## config.mk

```make
export PLATFORM = sky130hd
export DESIGN_NAME = cobs_frame_decoder
export DESIGN_NICKNAME = d
export VERILOG_FILES = /design/src/rtl/core/cfd_pkg.sv /design/src/rtl/core/cobs_frame_decoder.sv /design/src/rtl/core/cfd_front.sv /design/src/rtl/core/cfd_queue.sv /design/src/rtl/core/cfd_back.sv
export SDC_FILE = /design/constraint.sdc
export NUM_CORES = 1
export LEC_CHECK = 0
export BUFFER_PORTS_ARGS = -buffer_cell sky130_fd_sc_hd__buf_2
export CORE_ASPECT_RATIO = 1.25
export CORE_MARGIN = 2
export CORE_UTILIZATION = 38
export DETAILED_ROUTE_END_ITERATION = 10
export PLACE_DENSITY = 0.61
export SYNTH_ARGS = -nofsm -noshare
export SYNTH_HDL_FRONTEND = slang
export SYNTH_HIERARCHICAL = 1
export SYNTH_SLANG_ARGS = --single-unit
```

## constraint.sdc

```tcl
create_clock -name clk -period 4.65 [get_ports clk]
set_input_delay 0.465 -clock clk [delete_from_list [all_inputs] [get_ports clk]]
set_output_delay 0.465 -clock clk [all_outputs]
set_load 0.02 [all_outputs]
```

## src/rtl/core/cfd_pkg.sv

```systemverilog
// cfd_pkg: shared types and constants of the byte-stuffing frame decoder
// used by cfd_front, cfd_queue, cfd_back and cobs_frame_decoder
package cfd_pkg;

  localparam logic [7:0] DELIM_RESET = 8'd10;
  localparam int unsigned QUEUE_DEPTH = 4;
  localparam int unsigned QUEUE_AW = $clog2(QUEUE_DEPTH);
  localparam int unsigned QUEUE_CW = $clog2(QUEUE_DEPTH + 1);
  localparam logic [15:0] COUNT_MAX = 16'hFFFF;

  typedef struct packed {
    logic [7:0] in_byte;
    logic       frame_end;
  } in_item_t;

  typedef struct packed {
    logic [7:0]  out_byte;
    logic        has_byte;
    logic        frame_done;
    logic        frame_error;
    logic [15:0] frame_length;
  } out_item_t;

  // classified command handed from front to back
  typedef struct packed {
    logic [7:0] data;
    logic       emit;
    logic       last;
    logic       err;
  } cmd_t;

endpackage

```

## src/rtl/core/cobs_frame_decoder.sv

```systemverilog
// cobs_frame_decoder: top level of the byte-stuffing frame decoder
// uses cfd_pkg, cfd_front, cfd_queue, cfd_back
//
// Usage:
//  - in_*: one encoded byte per transaction with a frame_end flag on the
//    last byte of a frame; valid/ready handshake.
//  - out_*: zero or one result per input byte: a decoded byte (has_byte)
//    and/or the closing result with frame_done, frame_error, frame_length.
//  - cfg_*: writes the delimiter byte (reset value newline); cfg_ready is
//    always high, write only while the decoder is idle.
//  - path: each result is written into the command queue and then into
//    the output register, from which out_valid and out_data are driven.
//  - throughput: one byte per cycle; the front takes a byte whenever the
//    four-entry command queue has room, so in_ready drops only after the
//    receiver has held out_ready low long enough to fill that queue.
//  - a receiver stall holds the result in the output register; bytes that
//    yield no result never use queue space.
//  - reset (synchronous, rst_n low) empties queue and output register,
//    restores the delimiter and starts awaiting a new frame.
module cobs_frame_decoder (
  input  logic               clk,
  input  logic               rst_n,
  input  logic               in_valid,
  output logic               in_ready,
  input  cfd_pkg::in_item_t  in_data,
  output logic               out_valid,
  input  logic               out_ready,
  output cfd_pkg::out_item_t out_data,
  input  logic               cfg_valid,
  output logic               cfg_ready,
  input  logic [7:0]         cfg_data
);

  logic          [7:0] delim_r;
  logic                q_full;
  logic                q_push;
  cfd_pkg::cmd_t       q_push_data;
  logic                q_pop;
  logic                q_not_empty;
  cfd_pkg::cmd_t       q_head;

  assign cfg_ready = 1'b1;

  always_ff @(posedge clk) begin
    if (!rst_n) begin
      delim_r <= cfd_pkg::DELIM_RESET;
    end else if (cfg_valid && cfg_ready) begin
      delim_r <= cfg_data;
    end
  end

  cfd_front u_front (
    .clk      (clk),
    .rst_n    (rst_n),
    .in_valid (in_valid),
    .in_ready (in_ready),
    .in_data  (in_data),
    .delim    (delim_r),
    .q_full   (q_full),
    .cmd_push (q_push),
    .cmd_data (q_push_data)
  );

  cfd_queue u_queue (
    .clk       (clk),
    .rst_n     (rst_n),
    .push      (q_push),
    .push_data (q_push_data),
    .full      (q_full),
    .pop       (q_pop),
    .not_empty (q_not_empty),
    .head      (q_head)
  );

  cfd_back u_back (
    .clk       (clk),
    .rst_n     (rst_n),
    .cmd_valid (q_not_empty),
    .cmd_data  (q_head),
    .cmd_pop   (q_pop),
    .out_valid (out_valid),
    .out_ready (out_ready),
    .out_data  (out_data)
  );

endmodule

```

## src/rtl/core/cfd_front.sv

```systemverilog
// cfd_front: accepts encoded bytes, tracks group codes and errors, and
// issues one command per byte that yields a result; uses cfd_pkg
module cfd_front (
  input  logic            clk,
  input  logic            rst_n,
  input  logic            in_valid,
  output logic            in_ready,
  input  cfd_pkg::in_item_t in_data,
  input  logic [7:0]      delim,
  input  logic            q_full,
  output logic            cmd_push,
  output cfd_pkg::cmd_t   cmd_data
);

  logic       expect_r, expect_nxt;
  logic [7:0] left_r, left_nxt;
  logic       err_r, err_nxt;
  logic       is_delim;
  logic [7:0] unmapped;
  logic       emit;
  logic [7:0] emit_byte;
  logic       accept;

  assign in_ready = !q_full;
  assign accept   = in_valid && in_ready;
  assign is_delim = (in_data.in_byte == delim);
  assign unmapped = (in_data.in_byte > delim) ? in_data.in_byte - 8'd1 : in_data.in_byte;

  always_comb begin
    expect_nxt = expect_r;
    left_nxt   = left_r;
    err_nxt    = err_r;
    emit       = 1'b0;
    emit_byte  = 8'd0;
    priority if (is_delim) begin
      err_nxt    = 1'b1;
      expect_nxt = 1'b0;
    end else if (err_r) begin
      // bytes after an error are dropped
      err_nxt = 1'b1;
    end else begin
      priority if (expect_r) begin
        left_nxt   = unmapped;
        expect_nxt = 1'b0;
      end else if (left_r == 8'd0) begin
        // code byte inside the frame stands for one delimiter
        left_nxt  = unmapped;
        emit      = 1'b1;
        emit_byte = delim;
      end else begin
        left_nxt  = left_r - 8'd1;
        emit      = 1'b1;
        emit_byte = in_data.in_byte;
      end
    end
  end

  assign cmd_push      = accept && (emit || in_data.frame_end);
  assign cmd_data.data = emit_byte;
  assign cmd_data.emit = emit;
  assign cmd_data.last = in_data.frame_end;
  assign cmd_data.err  = err_nxt;

  always_ff @(posedge clk) begin
    if (!rst_n) begin
      expect_r <= 1'b1;
      left_r   <= 8'd0;
      err_r    <= 1'b0;
    end else if (accept) begin
      if (in_data.frame_end) begin
        expect_r <= 1'b1;
        left_r   <= 8'd0;
        err_r    <= 1'b0;
      end else begin
        expect_r <= expect_nxt;
        left_r   <= left_nxt;
        err_r    <= err_nxt;
      end
    end
  end

  // once an error is flagged nothing more is emitted in that frame
  a_no_emit_after_err: assert property (@(posedge clk) disable iff (!rst_n)
    err_r |-> !cmd_data.emit)
    else $error("front emitted a byte after a frame error");

endmodule

```

## src/rtl/core/cfd_queue.sv

```systemverilog
// cfd_queue: small flip-flop fifo of commands between front and back
// uses cfd_pkg
module cfd_queue (
  input  logic          clk,
  input  logic          rst_n,
  input  logic          push,
  input  cfd_pkg::cmd_t push_data,
  output logic          full,
  input  logic          pop,
  output logic          not_empty,
  output cfd_pkg::cmd_t head
);

  cfd_pkg::cmd_t                     mem_r [cfd_pkg::QUEUE_DEPTH];
  logic [cfd_pkg::QUEUE_AW-1:0]      wr_ptr_r, rd_ptr_r;
  logic [cfd_pkg::QUEUE_CW-1:0]      count_r, count_nxt;
  logic                              do_push, do_pop;

  assign full      = (count_r == cfd_pkg::QUEUE_CW'(cfd_pkg::QUEUE_DEPTH));
  assign not_empty = (count_r != '0);
  assign do_push   = push && !full;
  assign do_pop    = pop && not_empty;
  assign head      = mem_r[rd_ptr_r];

  always_comb begin
    count_nxt = count_r;
    unique case ({do_push, do_pop})
      2'b10:   count_nxt = count_r + 1'b1;
      2'b01:   count_nxt = count_r - 1'b1;
      default: count_nxt = count_r;
    endcase
  end

  always_ff @(posedge clk) begin
    if (do_push) begin
      mem_r[wr_ptr_r] <= push_data;
    end
  end

  always_ff @(posedge clk) begin
    if (!rst_n) begin
      wr_ptr_r <= '0;
      rd_ptr_r <= '0;
      count_r  <= '0;
    end else begin
      if (do_push) wr_ptr_r <= wr_ptr_r + 1'b1;
      if (do_pop)  rd_ptr_r <= rd_ptr_r + 1'b1;
      count_r <= count_nxt;
    end
  end

  a_count_bound: assert property (@(posedge clk) disable iff (!rst_n)
    count_r <= cfd_pkg::QUEUE_CW'(cfd_pkg::QUEUE_DEPTH))
    else $error("queue count beyond depth");

  a_ptr_gap: assert property (@(posedge clk) disable iff (!rst_n)
    (wr_ptr_r - rd_ptr_r) == count_r[cfd_pkg::QUEUE_AW-1:0])
    else $error("queue pointers disagree with count");

endmodule

```

## src/rtl/core/cfd_back.sv

```systemverilog
// cfd_back: counts decoded bytes per frame and builds results into the
// output register; uses cfd_pkg
module cfd_back (
  input  logic              clk,
  input  logic              rst_n,
  input  logic              cmd_valid,
  input  cfd_pkg::cmd_t     cmd_data,
  output logic              cmd_pop,
  output logic              out_valid,
  input  logic              out_ready,
  output cfd_pkg::out_item_t out_data
);

  logic [15:0]        count_r, count_nxt;
  logic               out_valid_r;
  cfd_pkg::out_item_t out_r, out_nxt;

  assign cmd_pop = cmd_valid && (!out_valid_r || out_ready);

  always_comb begin
    count_nxt = count_r;
    if (cmd_data.emit && count_r != cfd_pkg::COUNT_MAX) begin
      count_nxt = count_r + 16'd1;
    end
    out_nxt.out_byte     = cmd_data.emit ? cmd_data.data : 8'd0;
    out_nxt.has_byte     = cmd_data.emit;
    out_nxt.frame_done   = cmd_data.last;
    out_nxt.frame_error  = cmd_data.last && cmd_data.err;
    out_nxt.frame_length = (cmd_data.last && !cmd_data.err) ? count_nxt : 16'd0;
  end

  always_ff @(posedge clk) begin
    if (cmd_pop) begin
      out_r <= out_nxt;
    end
  end

  always_ff @(posedge clk) begin
    if (!rst_n) begin
      count_r     <= 16'd0;
      out_valid_r <= 1'b0;
    end else begin
      if (cmd_pop) begin
        count_r     <= cmd_data.last ? 16'd0 : count_nxt;
        out_valid_r <= 1'b1;
      end else if (out_ready) begin
        out_valid_r <= 1'b0;
      end
    end
  end

  assign out_valid = out_valid_r;
  assign out_data  = out_r;

  a_len_only_done: assert property (@(posedge clk) disable iff (!rst_n)
    (out_valid_r && !out_r.frame_done) |-> (out_r.frame_length == 16'd0 && !out_r.frame_error))
    else $error("length or error outside a closing result");

  a_err_zero_len: assert property (@(posedge clk) disable iff (!rst_n)
    (out_valid_r && out_r.frame_error) |-> (out_r.frame_length == 16'd0 && !out_r.has_byte))
    else $error("errored frame carries a length or byte");

  a_count_cleared: assert property (@(posedge clk) disable iff (!rst_n)
    (cmd_pop && cmd_data.last) |=> (count_r == 16'd0))
    else $error("byte count not cleared after frame close");

endmodule

```

### Word-level counts from Yosys, hierarchy flattened

Memory sizes are Yosys's and may differ from the RTL's. A register that Yosys moved wholly into a read port is not among the register bits.
Index checks and enable logic that the tools add are counted.

| cells by class | value |
|---|---|
| $add $sub $neg | 7 |
| reduce and logical (&&, ||, !) cells | 19 |
| eq/ne operators | 8 |
| magnitude comparators | 1 |
| multiplexer cells | 28 |

Operator list:

| cell | count |
|---|---|
| 2-to-1 mux 8 bit | 10 |
| 2-to-1 mux 16 bit | 2 |
| adder 16 x 1 -> 16 bit, second input constant | 1 |
| inequality test 16 bit, second input constant | 1 |
| subtractor 8 x 1 -> 8 bit, second input constant | 2 |
| 2-to-1 mux 1 bit | 13 |
| equality test 8 bit | 1 |
| > comparator 8 bit | 1 |
| logical AND 1 bit | 8 |
| logical NOT 8 bit | 1 |
| one-hot mux 3 bit (2 select lines) | 1 |
| adder 2 x 1 -> 2 bit, second input constant | 2 |
| 2-to-1 mux 2 bit | 2 |
| inequality test 2 bit, second input constant | 2 |
| nonzero test 2 bit | 2 |
| adder 3 x 1 -> 3 bit, second input constant | 1 |
| equality test 3 bit, second input constant | 1 |
| logical NOT 1 bit | 3 |
| inequality test 3 bit, second input constant | 1 |
| AND reduction 3 bit | 1 |
| nonzero test 3 bit | 1 |
| subtractor 3 x 1 -> 3 bit, second input constant | 1 |
| equality test 2 x 1 -> 1 bit, second input constant | 1 |
| equality test 2 bit, second input constant | 1 |
| 2 further kinds | 3 |

| storage, ports and cells | value |
|---|---|
| bits of input ports | 22 |
| memories kept | 1 |
| bits in writable memories | 44 |
| output and inout bits | 30 |
| logic and storage cells | 78 |
| flip-flop bits (word level) | 69 |

Memories:

| memory | words | bits a word | read ports | clocked after Yosys merged registers in | wr ports | RTL line | source |
|---|---|---|---|---|---|---|---|
| u_queue.mem_r | 4 | 11 | 1 | 1 | 1 | cfd_queue.sv:14 | `cfd_pkg::cmd_t mem_r [cfd_pkg::QUEUE_DEPTH];` |

### Depth between registers and ports, before layout

Gate-level depths: netlist of run 1.

| depth | value |
|---|---|
| word-level depth | 8 |
| mapped depth | 16 |
| depth with buffers taken out | 14 |

### Cells and area by module

The synthesis of run 1 kept the hierarchy.

Modules (own cells, without submodules):

| module | area each (µm²) | times used | cells each | sequential area each (µm²) |
|---|---|---|---|---|
| cfd_back | 2,273.4 | 1 | 222 | 1,151.1 |
| cfd_queue | 2,093.3 | 1 | 109 | 1,501.4 |
| cfd_front | 1,088.5 | 1 | 156 | 200.2 |
| cobs_frame_decoder | 307.8 | 1 | 27 | 160.2 |

### Worst setup path before layout of run 1

Ideal clock, no wire load.

| timing | value |
|---|---|
| kind | input to register |
| start point | input port out_ready |
| end point | register u_queue/count_r[2] in the netlist's numbering |
| arrival time | 3,266 ps |
| cell stages on the path | 11 |
| path buffers | 1 |
| required time | 4,574 ps |
| setup slack | 1,308 ps |
| library setup time | 76 ps |
| cells stage by stage | nand2b_1 > nand2_1 > inv_1 > clkbuf_1 > o31a_2 > ha_1 > inv_1 > fa_1 > xor2_1 > or3_1 > a21boi_0 |

| between the ends | value |
|---|---|
| word-level cells in the longest chain between the ends | 5 |
| elaborated cells on any way between the ends | 7 |
| classes of those cells | 2 x eq/ne; 1 x mux; 4 x reduce/logical |

Ends and longest elaborated chain:

| what | RTL line | source |
|---|---|---|
| start: declaration | cobs_frame_decoder.sv:27 | `input logic out_ready,` |
| logical OR 1 bit (*) | cfd_back.sv:18 | `assign cmd_pop = cmd_valid && (!out_valid_r \|\| out_ready);` |
| logical AND 1 bit (*) | cfd_back.sv:18 |  |
| named net q_pop | cobs_frame_decoder.sv:38 | `logic q_pop;` |
| logical AND 1 bit (*) | cfd_queue.sv:22 | `assign do_pop = pop && not_empty;` |
| named net u_queue.do_pop | cfd_queue.sv:17 | `logic do_push, do_pop;` |
| equality test 2 x 1 -> 1 bit or equality test 2 bit (tied branches) | cfd_queue.sv:27 | `unique case ({do_push, do_pop})` |
| one-hot mux 3 bit (2 select lines) or nonzero test 2 bit (tied branches) | - |  |
| end signal: assignment | cfd_queue.sv:48 | `count_r <= count_nxt;` |
| end: declaration | cfd_queue.sv:16 | `logic [cfd_pkg::QUEUE_CW-1:0] count_r, count_nxt;` |

The timed path passes the listed nets; every way through them passes the cells marked *.
A chain may end at the register's enable or synchronous reset.

### Worst setup path after layout of run 1

| timing | value |
|---|---|
| start point | register delim_r[4] |
| end point | register u_queue/count_r[2] in the netlist's numbering |

| between the ends | value |
|---|---|
| word-level cells in the longest chain between the ends | 7 |
| elaborated cells on any way between the ends | 9 |
| classes of those cells | 3 x eq/ne; 2 x mux; 4 x reduce/logical |

Ends and longest elaborated chain:

| what | RTL line | source |
|---|---|---|
| start: declaration | cobs_frame_decoder.sv:34 | `logic [7:0] delim_r;` |
| start signal: assignment | cobs_frame_decoder.sv:46 | `delim_r <= cfd_pkg::DELIM_RESET;` |
| start signal: assignment | cobs_frame_decoder.sv:48 | `delim_r <= cfg_data;` |
| equality test 8 bit (*) | cfd_front.sv:26 | `assign is_delim = (in_data.in_byte == delim);` |
| 2-to-1 mux 1 bit (*) | cfd_front.sv:35 | `priority if (is_delim) begin` |
| logical OR 1 bit (*) | cfd_front.sv:58 | `assign cmd_push = accept && (emit \|\| in_data.frame_end);` |
| logical AND 1 bit (*) | cfd_front.sv:58 |  |
| named net q_push | cobs_frame_decoder.sv:36 | `logic q_push;` |
| logical AND 1 bit (*) | cfd_queue.sv:21 | `assign do_push = push && !full;` |
| equality test 2 x 1 -> 1 bit or equality test 2 bit (tied branches) | cfd_queue.sv:27 |  |
| one-hot mux 3 bit (2 select lines) or nonzero test 2 bit (tied branches) | - |  |

Marked as above.

==> results of run 1 <==
metal layers:
metal / vias to the layer above / wire (um)
met5: - / 0
met4: 0 / 417
met3: 31 / 474
met2: 107 / 6530
met1: 1968 / 5070
li1: 2002 / -
cells by family after synthesis:
group / Yosys count / synth area share, %
other: 1 / 0.0651
buffers and inverters: 58 / 5.54
DFF: 115 / 52.3
AOI/OAI and AO/OA: 98 / 11.7
muxes: 23 / 6.38
and+or+nand+nor: 190 / 18.3
xor gates and xnor gates: 12 / 1.82
adders and majority gates: 17 / 3.82
final cells by class:
class	instances	area [um2]	share of cell area (%)
flip-flops and latches	115	3010	45.7
multi-input cells	341	2430	36.9
clock buffers	21	440	6.68
repair buffers	52	265	4.02
well taps	182	228	3.45
clock inverters	11	113	1.71
inverters	28	105	1.59
power by group:
group / switching [mW] / internal, mW / leakage, nW
Clock: 0.435 / 0.780 / 0.268
Sequential: 0.0684 / 1.33 / 1.03
Combinational: 0.629 / 0.290 / 1.06
per-stage QoR:
step,setup WS (ns),util [%],hold slack [ns],area (um2)
2_1_floorplan,1.31,-,0.456,5760
3_3_place_gp,1.32,40.6,0.478,6040
3_5_place_dp,1.16,40.6,0.493,6040
4_1_cts,1.37,44.3,0.260,6600
5_1_grt,1.10,44.3,0.271,6600
6_report,1.37,44.3,0.273,6600
flip-flops by register name, summed over array words and instances (netlist names), named ones only:
signal,flops
u_queue/mem_r,44
u_back/out_data,27
u_back/count_r,16
delim_r,8
u_front/left_r,8
u_queue/count_r,3
u_queue/rd_ptr_r,2
u_queue/wr_ptr_r,2
u_back/out_valid,1
u_front/err_r,1
u_front/expect_r,1
how the worst min path moves through the flow:
stage | endpoint | slack [ns]
4_1_cts | delim_r[1]$_SDFFE_PN1P_ | 0.26
6_report | delim_r[1]$_SDFFE_PN1P_ | 0.27
3_3_place_gp | u_queue/wr_ptr_r[0]$_SDFFE_PN0P_ | 0.48
3_5_place_dp | u_front/left_r[6]$_SDFFE_PN0P_ | 0.49
2_1_floorplan | u_front/left_r[1]$_SDFFE_PN0P_ | 0.46
5_1_grt | delim_r[1]$_SDFFE_PN1P_ | 0.27
tightest hold or removal path, delay by kind of cell:
kind | cells | cell delay, ns
mux | 1 | 0.05
simple gates | 1 | 0.06
buf+inv | 1 | 0.07
placed cells by master, fill, tap and decap left out, drive strengths merged, types with 5 or more instances in the layout:
| master | n |
|---|---|
| buf | 52 |
| mux4 | 11 |
| a31oi | 10 |
| a21oi | 28 |
| nand2b | 5 |
| inv | 28 |
| edfxtp | 71 |
| nor2b | 13 |
| clkbuf | 21 |
| o211ai | 8 |
| clkinv | 7 |
| mux2i | 12 |
| nand4 | 12 |
| ha | 16 |
| nand3 | 15 |
| o21ai | 18 |
| dfxtp | 44 |
| and4 | 6 |
| nor2 | 25 |
| nor3 | 13 |
| and2 | 17 |
| xor2 | 5 |
| nand2 | 52 |
| or3 | 11 |
| o221ai | 6 |
| or4 | 9 |
| xnor2 | 7 |
==> run_results.csv, run 1 <==
group,metric,value,unit
routing,postRouteAntennaNets,0,
setup_path,cp_max_fo,10,
layout,area_growth,14.4,%
timing,slew_headroom,36.3,%
clock_tree,cts_buffers,17,
floorplan,num_io_pins,52,
hold_path,worstHoldPathCells,3,
global_routing,grt_util_met1,18.1,%
placed_design,place.detailed.hpwl,8890,um
synth,synth_common_cells,"edfxtp_1, nand2_1, dfxtp_1",
global_routing,grt_pass1_vias,4006,
setup_path,path_delay_family,"simple AND/OR/NAND/NOR gates",
clock_tree,cts_root_buf,"clkbuf_16",
setup_path,cp_data_required_time,4.98,ns
global_routing,grt_max_degree,39,
synth,synthDistinctLibCells,68,
setup_path,cp_num_buf_inv,3,
setup_path,r2r.worst_path.cells,14,
synth,synth-main-ff-cell,"edfxtp_1",
synth,ys_seq_area_share,52.3,%
setup_path,critPathSlowestCell,"or3_1",
status,run_status,"complete, no violations",
setup_path,crit_top_cell,"inv_1",
floorplan,initial_core_util,38.7,%
timing,maxSlewViolCount,0,
synth,synthArstFlopShare,0,%
floorplan,die_w,114,um
synth,synth_seq_cells,115,
setup_path,cp_num_cells,14,
setup_path,arrival,3.60,ns
timing,fmax,0.305,GHz
setup_path,cp-end-kind,"register",
global_routing,grt_usage,16.0,%
routing,route.vias.total,4108,
placed_design,place_inst,718,
routing,vias_per_cell,5.48,
clock_tree,cts_num_sinks,115,
clock_tree,cts_tree,"yes",
timing,setup_violations,0,
clock_tree,cts_hold_buffers,0,
global_routing,busiest_layer,"met2",
clock_tree,clockBufferDepth,2,
layout,fin_nets,594,
placed_design,io_buffers,50,
global_routing,use_met3,4.02,%
synth,synth_enable_flop_cells,71,
floorplan,num_rows,50,
floorplan,die_h,142,um
placed_design,gp_congestion,0.867,
synth,synth.most_common_cell,"edfxtp_1",
layout,fillCellCount,1419,
synth,synthTopCellsByArea,"edfxtp_1, dfxtp_1, mux4_2",
clock_tree,h-tree-depth,4,
floorplan,core,14900,um2
clock_tree,cts_setup_buffers,0,
global_routing,met2_usage,28.0,%
hold_path,min_from,"cfg_data[1]",
synth,synth_top_cell_area_share,37.0,%
pwr,leakagePower,2.36,nW
timing,fin_crit_sh,70.5,%
global_routing,gr-total-overflow,0,
pwr,pwr_density_cell,535,nW/um2
setup_path,critical_path.endpoint,"u_queue/count_r[2]$_SDFFE_PN0P_",
setup_path,worst_setup_path_start_kind,"register",
timing,setup_tns,0,ns
timing,clock_skew,0.0135,ns
setup_path,max_stage_delay,0.47,ns
hold_path,hold_path_class,"primary input to register",
timing,worst_pin_slew,0.944,ns
routing,routed_wl,12500,um
clock_tree,clk_transition_reported_paths,0.05,ns
setup_path,path_class,"register to register",
clock_tree,cts_resized,0,
timing,finalCriticalPeriod,3.28,ns
pwr,fin_total_pwr,3.53,mW
flow_run,drv_cap,0,
clock_tree,clk_latency,0.41,ns
timing,grt_setup_unrepaired,"false",
pwr,peakVddDrop,0.245,mV
timing,finalHoldViolations,0,
synth,synth_fp_nets,553,
layout,stdcell_count,750,
synth,synth_area_per_cell,11.2,um2
layout,layout-drive-gt1-share,20.4,%
global_routing,grt_pass1_wl,20100,um
synth,post-synth-top-area-cell,"edfxtp_1",
setup_path,cp_cell_sequence,"inv_1, ha_1, nand4_1, nor2_1, or3_1, a21oi_1, nor2b_1, inv_1, ha_1, inv_1, fa_1, xor2_1, or3_1, a21boi_0",
synth,synth_area,5760,um2
setup_path,rr_startpoint,"delim_r[4]$_SDFFE_PN0P_",
global_routing,antenna_found_initial,0,
setup_path,ff2ff_setup_slack,1.37,ns
setup_path,startpoint,"delim_r[4]$_SDFFE_PN0P_",
floorplan,die_area,16200,um2
routing,drt_first_pass_iters,5,
synth,ys_warn_count,6,
synth,synthCells,514,
routing,routedWlPerCell,16.7,um
setup_path,reg2reg_to,"u_queue/count_r[2]$_SDFFE_PN0P_",
routing,drc,0,
routing,drt_iter0_markers,165,
layout,diodes,0,
Power figures use the tool's default switching activity.
==> run 2, diff against run 1 <==
Settings changed: ABC_AREA set to 1.
Clock period 4.65 ns to 3.2 ns, I/O delays scaled along.
==> run_results.csv, run 2 <==
group,metric,value,unit
synth,post-synth-top-area-cell,"edfxtp_1",
global_routing,grt_usage,16.2,%
timing,fin_crit_sh,89.2,%
global_routing,grt_pass1_wl,20500,um
synth,synthArstFlopShare,0,%
clock_tree,cts_root_buf,"clkbuf_16",
synth,ys_seq_area_share,51.9,%
hold_path,hold_path_class,"primary input to register",
timing,finalHoldViolations,0,
routing,drc,0,
floorplan,num_rows,50,
layout,area_growth,17.2,%
timing,clock_skew,0.0105,ns
synth,synthDistinctLibCells,40,
layout,largest_register_ffs,44,
synth,synth-main-ff-cell,"edfxtp_1",
clock_tree,cts_hold_buffers,0,
global_routing,antenna_found_initial,0,
synth,synth.most_common_cell,"nand2_1",
clock_tree,cts_num_sinks,115,
timing,finalCriticalPeriod,2.85,ns
setup_path,crit_top_cell,"nand2_1",
global_routing,gr-total-overflow,0,
timing,setup_violations,0,
clock_tree,cts_resized,0,
timing,slew_headroom,61.2,%
setup_path,cp_cell_sequence,"inv_1, ha_1, nand2_1, nor2_1, nand2_1, nand2_1, nor2_2, inv_1, o21ai_0, buf_4, nand2_4, ha_1, inv_1, fa_1, inv_1, nand2_1, nand3_1, nand2_1, nand2_1, nor2_1",
layout,multi_input_area,2320,um2
floorplan,num_io_pins,52,
timing,setup_tns,0,ns
floorplan,die_h,142,um
clock_tree,cts_setup_buffers,0,
floorplan,die_area,16300,um2
routing,postRouteAntennaNets,0,
layout,regMostFlops,"u_queue/mem_r",
clock_tree,cts_tree,"yes",
clock_tree,clk_transition_reported_paths,0.05,ns
synth,synthTopCellsByArea,"edfxtp_1, dfxtp_1, nand2_1",
layout,fillCellCount,1445,
routing,vias_per_cell,4.93,
floorplan,core,15000,um2
synth,synth_enable_flop_cells,71,
routing,route.vias.total,4622,
routing,routedWlPerCell,13.4,um
setup_path,critPathSlowestCell,"fa_1",
placed_design,place.detailed.hpwl,8820,um
pwr,pwr_density_cell,837,nW/um2
timing,grt_setup_unrepaired,"false",
routing,drt_first_pass_iters,6,
layout,ff_latch_area,3010,um2
layout,layout-drive-gt1-share,16.3,%
synth,synth_area_per_cell,8.52,um2
setup_path,worst_setup_path_start_kind,"register",
setup_path,arrival,3.16,ns
setup_path,cp-end-kind,"register",
synth,synthCells,682,
timing,maxSlewViolCount,0,
layout,final_cell_mix,"nand2_1, inv_1, nor2_1",
setup_path,cp_max_fo,7,
clock_tree,h-tree-depth,4,
timing,holdWs,0.124,ns
floorplan,die_w,115,um
clock_tree,cts_buffers,17,
layout,fin_nets,781,
layout,layout_commonest_cell,"nand2_1",
placed_design,io_buffers,50,
routing,drt_iter0_markers,174,
flow_run,drv_cap,0,
clock_tree,clk_latency,0.42,ns
synth,synth_fp_nets,721,
setup_path,max_stage_delay,0.38,ns
floorplan,initial_core_util,38.9,%
pwr,fin_total_pwr,5.70,mW
pwr,peakVddDrop,0.379,mV
setup_path,path_class,"register to register",
timing,worst_pin_slew,0.579,ns
routing,routed_wl,12500,um
synth,synth_common_cells,"nand2_1, inv_1, nor2_1",
placed_design,gp_congestion,0.907,
global_routing,grt_max_degree,30,
synth,synth_top_cell_area_share,36.7,%
status,run_status,"complete, no violations",
timing,fmax,0.350,GHz
synth,synth_seq_cells,115,
synth,ys_warn_count,6,
clock_tree,clockBufferDepth,2,
global_routing,grt_pass1_vias,4460,
pwr,leakagePower,2.92,nW
synth,synth_area,5810,um2
setup_path,cp_data_required_time,3.50,ns
layout,diodes,0,
run 2: cell count changes in the layout (fill, tap and decap cells not counted), sizes merged, moves of 10 or more:
cell,delta
nand2,+129
nor2,+72
inv,+62
nand3,+27
o21ai,+23
and2,-17
nor2b,-13
mux2i,-12
a21oi,+11
mux4,-11
o22ai,+11
or3,-11
nor3,-10
run 2: cells by family after synthesis:
family | count (synthesis) | share of synthesized area, %
and+or+nand+nor | 331 | 25.7
DFF | 115 | 51.9
buffers and inverters | 111 | 8.27
AOI/OAI and AO/OA | 99 | 9.15
adders and majority gates | 17 | 3.79
xor gates and xnor gates | 8 | 1.21
other | 1 | 0.0645
run 2: layer usage:
layer | GRT usage [%] | wire, um | up-vias
met5 | 0 | 0 | -
met4 | 5.52 | 171 | 0
met3 | 5.24 | 555 | 13
met2 | 28.6 | 6370 | 103
met1 | 18.2 | 5440 | 2168
li1 | - | - | 2338
run 2: report_power, final:
group	switching, mW	internal (mW)	total, mW
clock	0.640	1.21	1.85
combinational	1.24	0.499	1.74
sequential	0.133	1.98	2.11
total	2.01	3.69	5.70
run 2: layout make-up:
class                      instances  area share, %
inverter                          92           5.15
clock inverter                    12           2.04
timing repair buffer              60           4.78
clock buffer                      20           6.41
tap                              182           3.34
sequential                       115           44.2
multi-input combinational        456           34.0
run 2: per-stage QoR:
| stage | std cells | area, um2 | setup slack (ns) | utilization (%) |
|---|---|---|---|---|
| 3_3_place_gp | 905 | 6230 | 0.442 | 41.7 |
| 6_report | 937 | 6810 | 0.347 | 45.5 |
| 3_5_place_dp | 905 | 6230 | 0.289 | 41.7 |
| 2_1_floorplan | 682 | 5810 | 0.538 | - |
| 4_1_cts | 937 | 6810 | 0.342 | 45.5 |
| 5_1_grt | 937 | 6810 | 0.0642 | 45.5 |
run 2: worst paths after layout:
check                                       from                         endpoint  slack [ns]  cells past startpoint
hold reg to reg   u_front/left_r[6]$_SDFFE_PN0P_   u_front/left_r[6]$_SDFFE_PN0P_        0.46                      2
setup reg to reg         delim_r[7]$_SDFFE_PN0P_  u_queue/count_r[2]$_SDFFE_PN0P_        0.35                     20
hold / removal                       cfg_data[3]          delim_r[3]$_SDFFE_PN1P_        0.12                      3
setup / recovery         delim_r[7]$_SDFFE_PN0P_  u_queue/count_r[2]$_SDFFE_PN0P_        0.35                     20
run 2: worst max-delay path, delay by kind of cell (launching register included):
family	cells	cell delay (ns)
AND/OR/NAND/NOR	11	1.04
adder cells (fa/ha/maj)	3	0.87
AO/OA/AOI/OAI	1	0.07
flip-flops	1	0.33
buffers and inverters	5	0.43
